<file path="src/rtl/hbm_pkg.sv">
package hbm_pkg;

  localparam int unsigned DEPTH_DEFAULT = 16;

  typedef enum logic [2:0] {
    REQ_START = 3'd0,
    REQ_JOIN  = 3'd1,
    REQ_REPLY = 3'd2,
    REQ_GOSS  = 3'd3,
    REQ_TICK  = 3'd4
  } req_t;

  typedef enum logic [2:0] {
    EV_NONE    = 3'd0,
    EV_ADDED   = 3'd1,
    EV_UPDATED = 3'd2,
    EV_STALE   = 3'd3,
    EV_FULL    = 3'd4,
    EV_REMOVED = 3'd5,
    EV_KEPT    = 3'd6,
    EV_EMPTY   = 3'd7
  } ev_t;

  typedef enum logic [2:0] {
    CFG_TIMEOUT = 3'd0,
    CFG_SELF_ID = 3'd1,
    CFG_SELF_PORT = 3'd2,
    CFG_INTRO_ID = 3'd3,
    CFG_INTRO_PORT = 3'd4
  } cfg_t;

  // controller -> datapath
  typedef struct packed {
    logic       load;      // capture input item
    logic       scan_clr;  // reset scan index
    logic       scan_step; // advance scan index
    logic       own_upd;   // raise own heartbeat
    logic       do_ins;    // append key entry
    logic       do_upd;    // update found entry with gossip
    logic       self_key;  // search key is self
    logic       chk_step;  // tick check pass: look for a surviving entry
    logic       sweep_step;// tick sweep: compact current entry, emit it if any entry is kept
    logic       sweep_end; // commit new count
    logic       emit;      // load output register with single result
    logic [2:0] ev;
    logic       ev_from_entry; // output fields from found entry
    logic       ev_zero;       // output fields zero
    logic       ev_self;       // intro start: self with zeros
    logic       set_group;
  } cmd_t;

  // datapath -> controller
  typedef struct packed {
    logic       scan_done;  // scan index reached count
    logic       hit;        // current entry matches key
    logic       full;
    logic       intro;
    logic       stale;
    logic       newer;
    logic       in_group;
    logic       out_busy;
    logic       sweep_done;
    logic       sweep_empty;
    logic [2:0] req;
  } sts_t;

endpackage

</file>
<file path="src/rtl/hbm_ctrl.sv">
module hbm_ctrl (
  input  logic          clk,
  input  logic          rst,
  input  logic          in_valid,
  output logic          in_stall,
  input  hbm_pkg::sts_t sts,
  output hbm_pkg::cmd_t cmd
);
  import hbm_pkg::*;

  typedef enum logic [7:0] {
    S_IDLE  = 8'b00000001,
    S_SCAN  = 8'b00000010,
    S_ACT   = 8'b00000100,
    S_OWN   = 8'b00001000,
    S_CHK   = 8'b00010000,
    S_SWEEP = 8'b00100000,
    S_FIN   = 8'b01000000,
    S_WAIT  = 8'b10000000
  } state_t;

  state_t state, state_next;
  logic found, found_next;

  assign in_stall = (state != S_IDLE) || sts.out_busy;

  always_ff @(posedge clk) begin
    if (rst) begin
      state <= S_IDLE;
      found <= 1'b0;
    end else begin
      state <= state_next;
      found <= found_next;
    end
  end

  always_comb begin
    state_next = state;
    found_next = found;
    cmd = '0;
    case (state)
      S_IDLE: begin
        if (in_valid && !sts.out_busy) begin
          cmd.load = 1'b1;
          cmd.scan_clr = 1'b1;
          found_next = 1'b0;
          state_next = S_SCAN;
        end
      end
      S_SCAN: begin
        cmd.self_key = (sts.req == REQ_START) || (sts.req == REQ_TICK);
        if (sts.req == REQ_TICK) begin
          if (!sts.in_group) begin
            cmd.emit = 1'b1;
            cmd.ev = EV_NONE;
            cmd.ev_zero = 1'b1;
            state_next = S_WAIT;
          end else if (sts.scan_done || sts.hit) begin
            found_next = sts.hit;
            state_next = S_OWN;
          end else begin
            cmd.scan_step = 1'b1;
          end
        end else if (sts.req == REQ_START && sts.intro) begin
          cmd.emit = 1'b1;
          cmd.ev_self = 1'b1;
          cmd.ev = EV_NONE;
          cmd.set_group = 1'b1;
          state_next = S_WAIT;
        end else if (sts.req == REQ_GOSS && sts.stale) begin
          cmd.emit = 1'b1;
          cmd.ev = EV_STALE;
          state_next = S_WAIT;
        end else if (sts.req > REQ_TICK) begin
          cmd.emit = 1'b1;
          cmd.ev = EV_NONE;
          cmd.ev_zero = 1'b1;
          state_next = S_WAIT;
        end else if (sts.scan_done || sts.hit) begin
          found_next = sts.hit;
          state_next = S_ACT;
        end else begin
          cmd.scan_step = 1'b1;
        end
      end
      S_ACT: begin
        cmd.self_key = (sts.req == REQ_START);
        cmd.emit = 1'b1;
        cmd.set_group = (sts.req == REQ_REPLY);
        if (found) begin
          if (sts.req == REQ_GOSS && sts.newer) begin
            cmd.do_upd = 1'b1;
            cmd.ev = EV_UPDATED;
          end else begin
            cmd.ev = EV_NONE;
            cmd.ev_from_entry = 1'b1;
          end
        end else if (sts.full) begin
          cmd.ev = EV_FULL;
        end else begin
          cmd.do_ins = 1'b1;
          cmd.ev = EV_ADDED;
        end
        state_next = S_WAIT;
      end
      S_OWN: begin
        cmd.own_upd = 1'b1;
        cmd.scan_clr = 1'b1;
        state_next = S_CHK;
      end
      // a sweep that removes everything reports only the empty event
      S_CHK: begin
        if (sts.scan_done) begin
          cmd.scan_clr = 1'b1;
          state_next = S_SWEEP;
        end else begin
          cmd.chk_step = 1'b1;
        end
      end
      S_SWEEP: begin
        if (sts.sweep_done) begin
          cmd.sweep_end = 1'b1;
          state_next = S_FIN;
        end else if (!sts.out_busy) begin
          cmd.sweep_step = 1'b1;
        end
      end
      S_FIN: begin
        if (!sts.out_busy) begin
          if (sts.sweep_empty) begin
            cmd.emit = 1'b1;
            cmd.ev = EV_EMPTY;
            cmd.ev_zero = 1'b1;
          end
          state_next = S_WAIT;
        end
      end
      S_WAIT: begin
        if (!sts.out_busy) state_next = S_IDLE;
      end
      default: state_next = S_IDLE;
    endcase
  end

endmodule

</file>
<file path="src/rtl/hbm_dp.sv">
module hbm_dp #(
  parameter int unsigned TABLE_DEPTH = hbm_pkg::DEPTH_DEFAULT
) (
  input  logic                clk,
  input  logic                rst,
  input  hbm_pkg::cmd_t       cmd,
  output hbm_pkg::sts_t       sts,
  input  logic                cfg_valid,
  input  logic [2:0]          cfg_index,
  input  logic [31:0]         cfg_data,
  input  logic [2:0]          req_type,
  input  logic [31:0]         member_id,
  input  logic [15:0]         member_port,
  input  logic [31:0]         member_heartbeat,
  input  logic [31:0]         member_timestamp,
  input  logic [31:0]         current_time,
  output logic                out_valid,
  input  logic                out_stall,
  output logic [2:0]          event_res,
  output logic [31:0]         entry_id,
  output logic [15:0]         entry_port,
  output logic [31:0]         entry_heartbeat,
  output logic [31:0]         entry_timestamp,
  output logic                reply_needed,
  output logic                in_group_now,
  output logic                last
);
  import hbm_pkg::*;

  localparam int unsigned IW = $clog2(TABLE_DEPTH);
  localparam int unsigned CW = $clog2(TABLE_DEPTH + 1);

  logic [15:0] remove_timeout;
  logic [31:0] self_id, introducer_id;
  logic [15:0] self_port, introducer_port;

  logic [31:0] ids [TABLE_DEPTH];
  logic [15:0] ports [TABLE_DEPTH];
  logic [31:0] hbs [TABLE_DEPTH];
  logic [31:0] stamps [TABLE_DEPTH];

  logic [CW-1:0] count, scan, wr;
  logic [31:0]   own_hb;
  logic          in_group;
  logic          keep_any;
  logic [2:0]    req;
  logic [31:0]   r_id, r_hb, r_ts, now;
  logic [15:0]   r_port;
  logic [IW-1:0] fidx;

  logic [31:0] key_id;
  logic [15:0] key_port;
  logic [IW-1:0] si, wi;
  logic [32:0] stale_sum;
  logic [31:0] age;
  logic expired;
  logic sweep_out;
  // remembers whether the own entry was found during the tick scan
  logic sts_found_q;

  assign si = scan[IW-1:0];
  assign wi = wr[IW-1:0];
  assign key_id = cmd.self_key ? self_id : r_id;
  assign key_port = cmd.self_key ? self_port : r_port;
  assign stale_sum = {1'b0, r_ts} + {17'd0, remove_timeout};
  assign age = (now >= stamps[si]) ? now - stamps[si] : 32'd0;
  assign expired = age >= {16'd0, remove_timeout};
  assign sweep_out = cmd.sweep_step && keep_any;

  always_comb begin
    sts = '0;
    sts.scan_done = (scan >= count);
    sts.hit = (scan < count) && ids[si] == key_id && ports[si] == key_port;
    sts.full = (count >= CW'(TABLE_DEPTH));
    sts.intro = (self_id == introducer_id) && (self_port == introducer_port);
    sts.stale = stale_sum < {1'b0, now};
    sts.newer = hbs[fidx] < r_hb;
    sts.in_group = in_group;
    sts.out_busy = out_valid && out_stall;
    sts.sweep_done = (scan >= count);
    sts.sweep_empty = (count == '0);
    sts.req = req;
  end

  always_ff @(posedge clk) begin
    if (rst) begin
      remove_timeout <= 16'd20;
      self_id <= '0;
      self_port <= '0;
      introducer_id <= 32'd1;
      introducer_port <= '0;
    end else if (cfg_valid) begin
      case (cfg_index)
        CFG_TIMEOUT:    remove_timeout <= cfg_data[15:0];
        CFG_SELF_ID:    self_id <= cfg_data;
        CFG_SELF_PORT:  self_port <= cfg_data[15:0];
        CFG_INTRO_ID:   introducer_id <= cfg_data;
        CFG_INTRO_PORT: introducer_port <= cfg_data[15:0];
        default: ;
      endcase
    end
  end

  always_ff @(posedge clk) begin
    if (cmd.load) begin
      req <= req_type;
      r_id <= member_id;
      r_port <= member_port;
      r_hb <= member_heartbeat;
      r_ts <= member_timestamp;
      now <= current_time;
    end
    if (sts.hit) fidx <= si;
    if (cmd.do_ins) begin
      ids[count[IW-1:0]] <= key_id;
      ports[count[IW-1:0]] <= key_port;
      hbs[count[IW-1:0]] <= '0;
      stamps[count[IW-1:0]] <= now;
    end
    if (cmd.do_upd) begin
      hbs[fidx] <= r_hb;
      stamps[fidx] <= now;
    end
    if (cmd.own_upd && sts_found_q) begin
      hbs[fidx] <= own_hb + 32'd1;
      stamps[fidx] <= now;
    end
    // compaction: kept entries move down to the write index
    if (cmd.sweep_step && !expired) begin
      ids[wi] <= ids[si];
      ports[wi] <= ports[si];
      hbs[wi] <= hbs[si];
      stamps[wi] <= stamps[si];
    end
  end

  always_ff @(posedge clk) begin
    if (rst) sts_found_q <= 1'b0;
    else if (cmd.scan_clr && cmd.load) sts_found_q <= 1'b0;
    else if (sts.hit && !cmd.own_upd) sts_found_q <= 1'b1;
    else if (cmd.own_upd) sts_found_q <= 1'b0;
  end

  always_ff @(posedge clk) begin
    if (rst) begin
      count <= '0;
      scan <= '0;
      wr <= '0;
      own_hb <= '0;
      in_group <= 1'b0;
      keep_any <= 1'b0;
    end else begin
      if (cmd.scan_clr) begin
        scan <= '0;
        wr <= '0;
      end else if (cmd.scan_step || cmd.chk_step || cmd.sweep_step) begin
        scan <= scan + CW'(1);
      end
      if (cmd.sweep_step && !expired) wr <= wr + CW'(1);
      if (cmd.own_upd) own_hb <= own_hb + 32'd1;
      if (cmd.own_upd) keep_any <= 1'b0;
      else if (cmd.chk_step && !expired) keep_any <= 1'b1;
      if (cmd.do_ins) count <= count + CW'(1);
      if (cmd.sweep_end) count <= wr;
      if (cmd.set_group) in_group <= 1'b1;
    end
  end

  // output register
  always_ff @(posedge clk) begin
    if (rst) begin
      out_valid <= 1'b0;
    end else if (cmd.emit || sweep_out) begin
      out_valid <= 1'b1;
    end else if (!out_stall) begin
      out_valid <= 1'b0;
    end
  end

  always_ff @(posedge clk) begin
    if (sweep_out) begin
      event_res <= expired ? EV_REMOVED : EV_KEPT;
      entry_id <= ids[si];
      entry_port <= ports[si];
      entry_heartbeat <= hbs[si];
      entry_timestamp <= stamps[si];
      reply_needed <= 1'b0;
      in_group_now <= in_group;
      // final when this is the last entry and something is kept
      last <= (scan + CW'(1) >= count) && ((wr != '0) || !expired);
    end else if (cmd.emit) begin
      event_res <= cmd.ev;
      reply_needed <= (req == REQ_JOIN) && !cmd.ev_zero && !cmd.ev_self;
      in_group_now <= in_group || cmd.set_group;
      last <= 1'b1;
      if (cmd.ev_zero) begin
        entry_id <= '0;
        entry_port <= '0;
        entry_heartbeat <= '0;
        entry_timestamp <= '0;
      end else if (cmd.ev_self) begin
        entry_id <= self_id;
        entry_port <= self_port;
        entry_heartbeat <= '0;
        entry_timestamp <= '0;
      end else if (cmd.ev_from_entry) begin
        entry_id <= key_id;
        entry_port <= key_port;
        entry_heartbeat <= hbs[fidx];
        entry_timestamp <= stamps[fidx];
      end else if (cmd.ev == EV_STALE) begin
        entry_id <= r_id;
        entry_port <= r_port;
        entry_heartbeat <= r_hb;
        entry_timestamp <= r_ts;
      end else if (cmd.ev == EV_UPDATED) begin
        entry_id <= r_id;
        entry_port <= r_port;
        entry_heartbeat <= r_hb;
        entry_timestamp <= now;
      end else begin
        entry_id <= key_id;
        entry_port <= key_port;
        entry_heartbeat <= '0;
        entry_timestamp <= now;
      end
    end
  end

endmodule

</file>
<file path="src/rtl/heartbeat_membership_table_unit.sv">
// channel | direction | handshake            | payload
// in      | input     | in_valid / in_stall  | req_type, member_*, current_time
// out     | output    | out_valid / out_stall| event_res, entry_*, reply_needed,
//         |           |                      | in_group_now, last
// cfg     | input     | cfg_valid / cfg_ready| cfg_index, cfg_data
//
// one item at a time: the table search visits one entry per cycle. start, join,
// reply and gossip items search the table before they act; stale gossip,
// introducer start, unknown codes and an out-of-group tick give a result
// without a search. a tick in the group does an own search, an expiry check
// pass, then the sweep: one result per entry if any entry is kept, else only
// the empty event. rst is synchronous; it empties the table and clears group
// membership. in_stall is high until the last result leaves.
module heartbeat_membership_table_unit #(
  parameter int unsigned TABLE_DEPTH = hbm_pkg::DEPTH_DEFAULT
) (
  input  logic        clk,
  input  logic        rst,
  input  logic        cfg_valid,
  output logic        cfg_ready,
  input  logic [2:0]  cfg_index,
  input  logic [31:0] cfg_data,
  input  logic        in_valid,
  output logic        in_stall,
  input  logic [2:0]  req_type,
  input  logic [31:0] member_id,
  input  logic [15:0] member_port,
  input  logic [31:0] member_heartbeat,
  input  logic [31:0] member_timestamp,
  input  logic [31:0] current_time,
  output logic        out_valid,
  input  logic        out_stall,
  output logic [2:0]  event_res,
  output logic [31:0] entry_id,
  output logic [15:0] entry_port,
  output logic [31:0] entry_heartbeat,
  output logic [31:0] entry_timestamp,
  output logic        reply_needed,
  output logic        in_group_now,
  output logic        last
);
  import hbm_pkg::*;

  cmd_t cmd;
  sts_t sts;

  assign cfg_ready = 1'b1;

  hbm_ctrl u_ctrl (
    .clk(clk), .rst(rst), .in_valid(in_valid), .in_stall(in_stall),
    .sts(sts), .cmd(cmd)
  );

  hbm_dp #(.TABLE_DEPTH(TABLE_DEPTH)) u_dp (
    .clk(clk), .rst(rst), .cmd(cmd), .sts(sts),
    .cfg_valid(cfg_valid), .cfg_index(cfg_index), .cfg_data(cfg_data),
    .req_type(req_type), .member_id(member_id), .member_port(member_port),
    .member_heartbeat(member_heartbeat), .member_timestamp(member_timestamp),
    .current_time(current_time),
    .out_valid(out_valid), .out_stall(out_stall), .event_res(event_res),
    .entry_id(entry_id), .entry_port(entry_port),
    .entry_heartbeat(entry_heartbeat), .entry_timestamp(entry_timestamp),
    .reply_needed(reply_needed), .in_group_now(in_group_now), .last(last)
  );

endmodule
</file>
<file path="config.mk">
export PLATFORM = sky130hd
export DESIGN_NAME = heartbeat_membership_table_unit
export DESIGN_NICKNAME = d
export VERILOG_FILES = /design/src/rtl/hbm_pkg.sv /design/src/rtl/hbm_ctrl.sv /design/src/rtl/hbm_dp.sv /design/src/rtl/heartbeat_membership_table_unit.sv
export SDC_FILE = /design/constraint.sdc
export NUM_CORES = 2
export LEC_CHECK = 0
export BUFFER_PORTS_ARGS = -buffer_cell sky130_fd_sc_hd__clkbuf_2
export CAP_MARGIN = 5
export CORE_MARGIN = 2
export CORE_UTILIZATION = 35
export DETAILED_ROUTE_END_ITERATION = 7
export GPL_TIMING_DRIVEN = 1
export PLACE_DENSITY = 0.53
export SYNTH_ARGS = -nofsm -noshare
export SYNTH_HDL_FRONTEND = slang
export SYNTH_SLANG_ARGS = --single-unit
</file>
<file path="constraint.sdc">
create_clock -name clk -period 17.3 [get_ports clk]
set_clock_uncertainty 0.05 [all_clocks]
set_input_delay 0.865 -clock clk [delete_from_list [all_inputs] [get_ports clk]]
set_output_delay 0.865 -clock clk [all_outputs]
set_load 0.05 [all_outputs]
</file>
### Word-level counts from Yosys, hierarchy flattened

Memories as Yosys holds them, arrays and structs flattened. A register that Yosys moved wholly into a read port is not among the register bits.
Index checks and enable logic that the tools add are counted.

| cells by class | value |
|---|---|
| add/subtract/negate cells | 6 |
| magnitude comparators | 9 |
| eq/ne operators | 35 |
| muxes and demuxes | 153 |
| bitwise gates (word level) | 2 |
| reductions and logical operators | 55 |

Operators by type and width:

| cell | number |
|---|---|
| 32-bit 2-to-1 mux | 29 |
| 32-bit OR reduction | 5 |
| 16-bit 2-to-1 mux | 9 |
| 8-bit 2-to-1 mux | 12 |
| 4-bit 2-to-1 mux | 23 |
| 32-bit == test | 2 |
| 8-bit case mux with 8 select lines | 1 |
| 1-bit 2-to-1 mux | 58 |
| 32-bit by 16-bit adder with 33-bit output | 1 |
| 33-bit by 32-bit less-than comparator with 1-bit output | 1 |
| 32-bit by 1-bit adder with 32-bit output, second input constant | 1 |
| 16-bit == test | 2 |
| 32-bit by 16-bit >= comparator with 1-bit output | 1 |
| 32-bit >= comparator | 1 |
| 32-bit less-than comparator | 1 |
| 32-bit subtractor | 1 |
| 5-bit 2-to-1 mux | 4 |
| 3-bit by 2-bit == test with 1-bit output, second input constant | 6 |
| 1-bit logical AND | 17 |
| 16-bit OR reduction | 1 |
| 5-bit by 1-bit adder with 5-bit output, second input constant | 3 |
| 2-bit 2-to-1 mux | 7 |
| 3-bit 2-to-1 mux | 4 |
| 3-bit by 2-bit != test with 1-bit output, second input constant | 4 |
| 33 further kinds | 66 |

| storage, ports and cells | value |
|---|---|
| bits in registers | 441 |
| bits in writable memories | 1792 |
| input bits | 187 |
| output and inout bits | 121 |
| word-level logic and storage cells | 294 |
| memories | 4 |

Memories:

| name | words | bits a word | read ports | clocked after Yosys merged registers in | wr ports | line | source |
|---|---|---|---|---|---|---|---|
| u_dp.hbs | 16 | 32 | 2 | 2 | 1 | hbm_dp.sv:39 | `logic [31:0] hbs [TABLE_DEPTH];` |
| u_dp.ids | 16 | 32 | 1 | 1 | 1 | hbm_dp.sv:37 | `logic [31:0] ids [TABLE_DEPTH];` |
| u_dp.stamps | 16 | 32 | 2 | 2 | 1 | hbm_dp.sv:40 | `logic [31:0] stamps [TABLE_DEPTH];` |
| u_dp.ports | 16 | 16 | 1 | 1 | 1 | hbm_dp.sv:38 | `logic [15:0] ports [TABLE_DEPTH];` |

### Logic depth before layout (Yosys ltp)

| depth | value |
|---|---|
| word-level depth | 18 |
| mapped depth | 36 |
| mapped depth without buffers | 26 |

### Modules after synthesis

From an unflattened synthesis, not the netlist that was laid out.

| second synthesis, totals | value |
|---|---|
| cells, all modules | 9207 |
| area, all modules | 121639.2 µm² |

By module, submodules not included:

| module | instances | cells each | area each (µm²) | seq. area each (µm²) |
|---|---|---|---|---|
| hbm_dp | 1 | 9092 | 120777.1 | 65302.6 |
| hbm_ctrl | 1 | 113 | 850.8 | 180.2 |
| heartbeat_membership_table_unit | 1 | 2 | 11.3 | 0.0 |

### Worst setup path before layout

Ideal clock, no wire load.

| timing path | value |
|---|---|
| path kind | reg2reg |
| start | register with a tool-made name |
| end | memory u_dp.hbs[10][0] (enable) |
| library setup time | 0.585 ns |
| arrival time | 13.109 ns |
| required time | 16.665 ns |
| path slack | 3.557 ns |
| cell stages (with the launch flop) | 35 |
| buffers on the path | 10 |
| clock period less this slack | 13.743 ns |
| cells stage by stage | dfxtp_1 > buf_6 > buf_6 > buf_4 > buf_2 > buf_2 > clkbuf_1 > buf_1 > mux4_2 > mux4_2 > inv_1 > ha_1 > a211oi_1 > o21ai_0 > a211oi_2 > a21o_1 > a21o_1 > a2111oi_0 > o311a_1 > a211oi_1 > clkbuf_1 > nor2_1 > ha_1 > nand2_1 > nor2_1 > a2111oi_0 > o21ai_0 > a41o_1 > nand4b_1 > nor4_1 > nand4b_1 > a21o_1 > clkbuf_1 > clkbuf_1 > o32ai_1 |

RTL lines:

| what | line |
|---|---|
| end, declared | hbm_dp.sv:39 |

==> flow_metrics.py <==
metrics = {
    "grt": {
        "grt_pass1_wl_um": 447000,
        "number_of_global_route_vias_before_repair": 59800,
        "antenna_found_initial": 13,
        "grt_overflow_total": 0,
        "grt.total_usage_pct": 21.1,
        "grt_start_max_net_pins": 135,
    },
    "clock_tree": {
        "cts_post_setup_buffers_inserted": 0,
        "clock_sinks": 2241,
        "cts_root_buffer": "sky130_fd_sc_hd__clkbuf_16",
        "numCtsBuffers": 241,
        "tritoncts": "done",
        "number_of_buffers_added_to_fix_hold_violations_after_cts": 0,
        "cts_resized": 0,
        "reg_clk_slew_reported_paths_ps": 60,
        "clock_latency_at_the_later_pin_of_the_worst_skew_pair_ps": 900,
        "clockBufferDepth": 4,
        "htree_num_levels": 4,
    },
    "power": {
        "pwr-share-comb_pct": 9.5,
        "switching_share_pct": 25.0,
        "share_clk_of_total_power_pct": 40.3,
        "power.switching_mw": 3.17,
        "internal_power_mw": 9.51,
        "vdd_ir_drop_max_mv": 0.113,
        "sequential_fraction_of_design_power_pct": 50.2,
        "p_leak_nw": 36.2,
        "power_density_nw_per_um2": 110,
    },
    "floorplanning": {
        "total_number_of_placement_rows": 197,
        "chipWidth_um": 542,
        "initial_cell_density_of_the_core_pct": 35.1,
        "top_level_ports": 308,
        "core_region_area_sq_um": 288000,
        "fp.dieH_um": 542,
        "die_area_sq_um": 293000,
    },
    "synthesis": {
        "synthesis.area_per_instance_sq_um": 17.2,
        "synth_edf_count": 2060,
        "synthCells": 5870,
        "yosys_warnings": 0,
        "synth_top_flop_cell": "sky130_fd_sc_hd__edfxtp_1",
        "synth-seq-area-share_pct": 64.7,
        "postSynthNetCount": 6201,
        "netlist_area_sq_um": 101000,
        "yosys.cell_types.count": 98,
        "yosys_register_bits": 2241,
        "synthArstFlopShare_pct": 0,
    },
    "sta": {
        "finalMaxSlewViolations": 0,
        "setup-tns-final_ps": 0,
        "period_share_pct": 68.4,
        "finalCriticalPeriod_ps": 11840,
        "fmax_mhz": 84.5,
        "timing_worst_slew_pin_value_ps": 1230,
        "finalSetupViolations": 0,
        "rsz0062_at_grt": "no",
        "finalHoldViolations": 0,
        "timing.slew.headroom_pct": 17.8,
    },
    "worst_setup_path": {
        "worstSetupStartpointType": "flip-flop",
        "crit_path_max_incr_delay_ps": 910,
        "worst_ep_arrival_time_ps": 12280,
        "worstSetupPathType": "reg -> reg",
        "worst_path_max_delay_cell": "sky130_fd_sc_hd__dfxtp_4",
        "critical_path.most_common_cell": "sky130_fd_sc_hd__buf_4",
        "crit_path_max_fanout": 101,
        "critPathBufInv": 7,
        "crit_required_ps": 17740,
        "critPathTopFamily": "buffers and inverters",
        "cp-end-kind": "flip-flop",
    },
    "finish": {
        "net_total_in_the_final_layout": 6592,
        "post_layout_nonfiller_instances": 10200,
        "areaGrowthSynthToFinish_pct": 14.3,
        "layout.cells.most_common": "sky130_fd_sc_hd__edfxtp_1",
        "fillerInstances": 26000,
        "layout-drive-gt1-share_pct": 27.6,
        "layout.cells.most_common_list": "sky130_fd_sc_hd__edfxtp_1 (2060), sky130_fd_sc_hd__mux4_2 (827), sky130_fd_sc_hd__nand2_1 (466)",
    },
    "drt": {
        "average_wire_per_cell_in_the_routed_design_um": 30.7,
        "drt-total-wl_um": 314000,
        "starting_drt_drc_count": 6176,
        "dr.pass1.iters": 8,
        "routed_via_density": 5.78,
        "drt.antenna.violating_nets": 0,
        "num_vias": 59200,
        "remaining_drc_errors": 0,
    },
    "placement": {
        "port_buffers": 306,
        "globalplace.congestion": 0.871,
        "place_inst": 9791,
        "hpwl_um": 195000,
    },
    "run_status": {
        "result_of_the_run": "complete, no violations",
    },
    "worst_hold_path": {
        "worst_hold_path_type": "in -> reg",
    },
    "job": {
        "drv_cap": 0,
    },
}
kinds of logic (layout without fill, tap and decap cells):
kind of cell | Yosys count | after routing | synth area share (%)
AOI/OAI and AO/OA | 804 | 804 | 5.21
xor gates and xnor gates | 166 | 166 | 1.44
adders and majority gates | 144 | 144 | 1.80
buffers and inverters | 541 | 1133 | 2.23
DFF | 2241 | 2241 | 64.7
muxes | 954 | 954 | 19.9
other | 1 | 4 | 0.00371
and+or+nand+nor | 1019 | 1019 | 4.70
final cells by class:
cell class	count	area (sq um)	area share, %
clock buffers	313	6530	5.64
multi-input cells	3088	33900	29.3
well taps	3781	4730	4.09
inverters	192	721	0.623
repair buffers	497	3030	2.62
clock inverters	131	1190	1.03
flip-flops and latches	2241	65500	56.7
diodes	3	7.51	0.00649
worst paths after layout:
| path | from | slack, ps | cells past startpoint | endpoint |
|---|---|---|---|---|
| max | flip-flop | 5460 | 32 | u_dp.stamps[13][29]$_DFFE_PP_ |
| min | member_id[21] | 90 | 1 | u_dp.r_id[21]$_DFFE_PP_ |
| max reg2reg | flip-flop | 5460 | 32 | u_dp.stamps[13][29]$_DFFE_PP_ |
| min reg2reg | u_dp.self_id[2]$_SDFFE_PP0P_ | 410 | 2 | u_dp.self_id[2]$_SDFFE_PP0P_ |
per-layer routing:
| metal | track usage, % | part of all wire, % | routed length (um) | up-vias |
|---|---|---|---|---|
| met4 | 5.66 | 2.8 | 8910 | 2 |
| met2 | 33.8 | 47 | 148000 | 2496 |
| li1 | - | - | - | 24700 |
| met5 | 0 | 0.0041 | 13 | - |
| met1 | 29.2 | 42 | 133000 | 31500 |
| met3 | 4.32 | 7.7 | 24000 | 467 |
synth_stat cells (43+ instances only):
cell type / n / area share (%)
sky130_fd_sc_hd__a21oi_1: 246 / 1.2
sky130_fd_sc_hd__a22o_1: 54 / 0.47
sky130_fd_sc_hd__buf_1: 69 / 0.26
sky130_fd_sc_hd__clkbuf_1: 228 / 0.85
sky130_fd_sc_hd__dfxtp_1: 181 / 3.6
sky130_fd_sc_hd__edfxtp_1: 2060 / 61
sky130_fd_sc_hd__ha_1: 142 / 1.8
sky130_fd_sc_hd__inv_1: 192 / 0.71
sky130_fd_sc_hd__mux2i_1: 101 / 1.0
sky130_fd_sc_hd__mux4_2: 827 / 18
sky130_fd_sc_hd__nand2_1: 468 / 1.7
sky130_fd_sc_hd__nand3_1: 85 / 0.42
sky130_fd_sc_hd__nand4_1: 43 / 0.27
sky130_fd_sc_hd__nor2_1: 191 / 0.71
sky130_fd_sc_hd__o21ai_0: 165 / 0.82
sky130_fd_sc_hd__o22ai_1: 59 / 0.36
sky130_fd_sc_hd__xnor2_1: 105 / 0.91
sky130_fd_sc_hd__xor2_1: 61 / 0.53
per-stage QoR:
step	cell area (sq um)	setup slack (ps)	util [%]	hold WS, ps	power [mW]
2_1_floorplan	101000	3560	-	386	7.11
3_3_place_gp	108000	5290	37.4	397	7.65
3_5_place_dp	108000	5360	37.5	406	7.67
4_1_cts	116000	5330	40.1	19.3	12.8
5_1_grt	116000	4860	40.2	32.9	13.1
6_report	116000	5460	40.2	85.5	12.7
registers in the layout, indices dropped and copies added (netlist names), 32 cells and up, named ones only:
| name | count |
|---|---|
| u_dp.r_ts | 32 |
| u_dp.now | 32 |
| u_dp.stamps | 512 |
| u_dp.r_hb | 32 |
| u_dp.ids | 512 |
| u_dp.ports | 256 |
| u_dp.self_id | 32 |
| u_dp.introducer_id | 32 |
| u_dp.hbs | 512 |
| u_dp.own_hb | 32 |
| u_dp.entry_id | 32 |
| u_dp.r_id | 32 |
| u_dp.entry_heartbeat | 32 |
| u_dp.entry_timestamp | 32 |
power groups by stage:
stage	combinational, mW	clock (mW)	sequential [mW]
detailed placement	1.19	0	6.48
CTS	1.20	5.21	6.36
global route	1.31	5.41	6.37
global placement	1.18	0	6.48
floorplan	0.630	0	6.48
finish	1.21	5.11	6.36
Power figures use the tool's default switching activity.
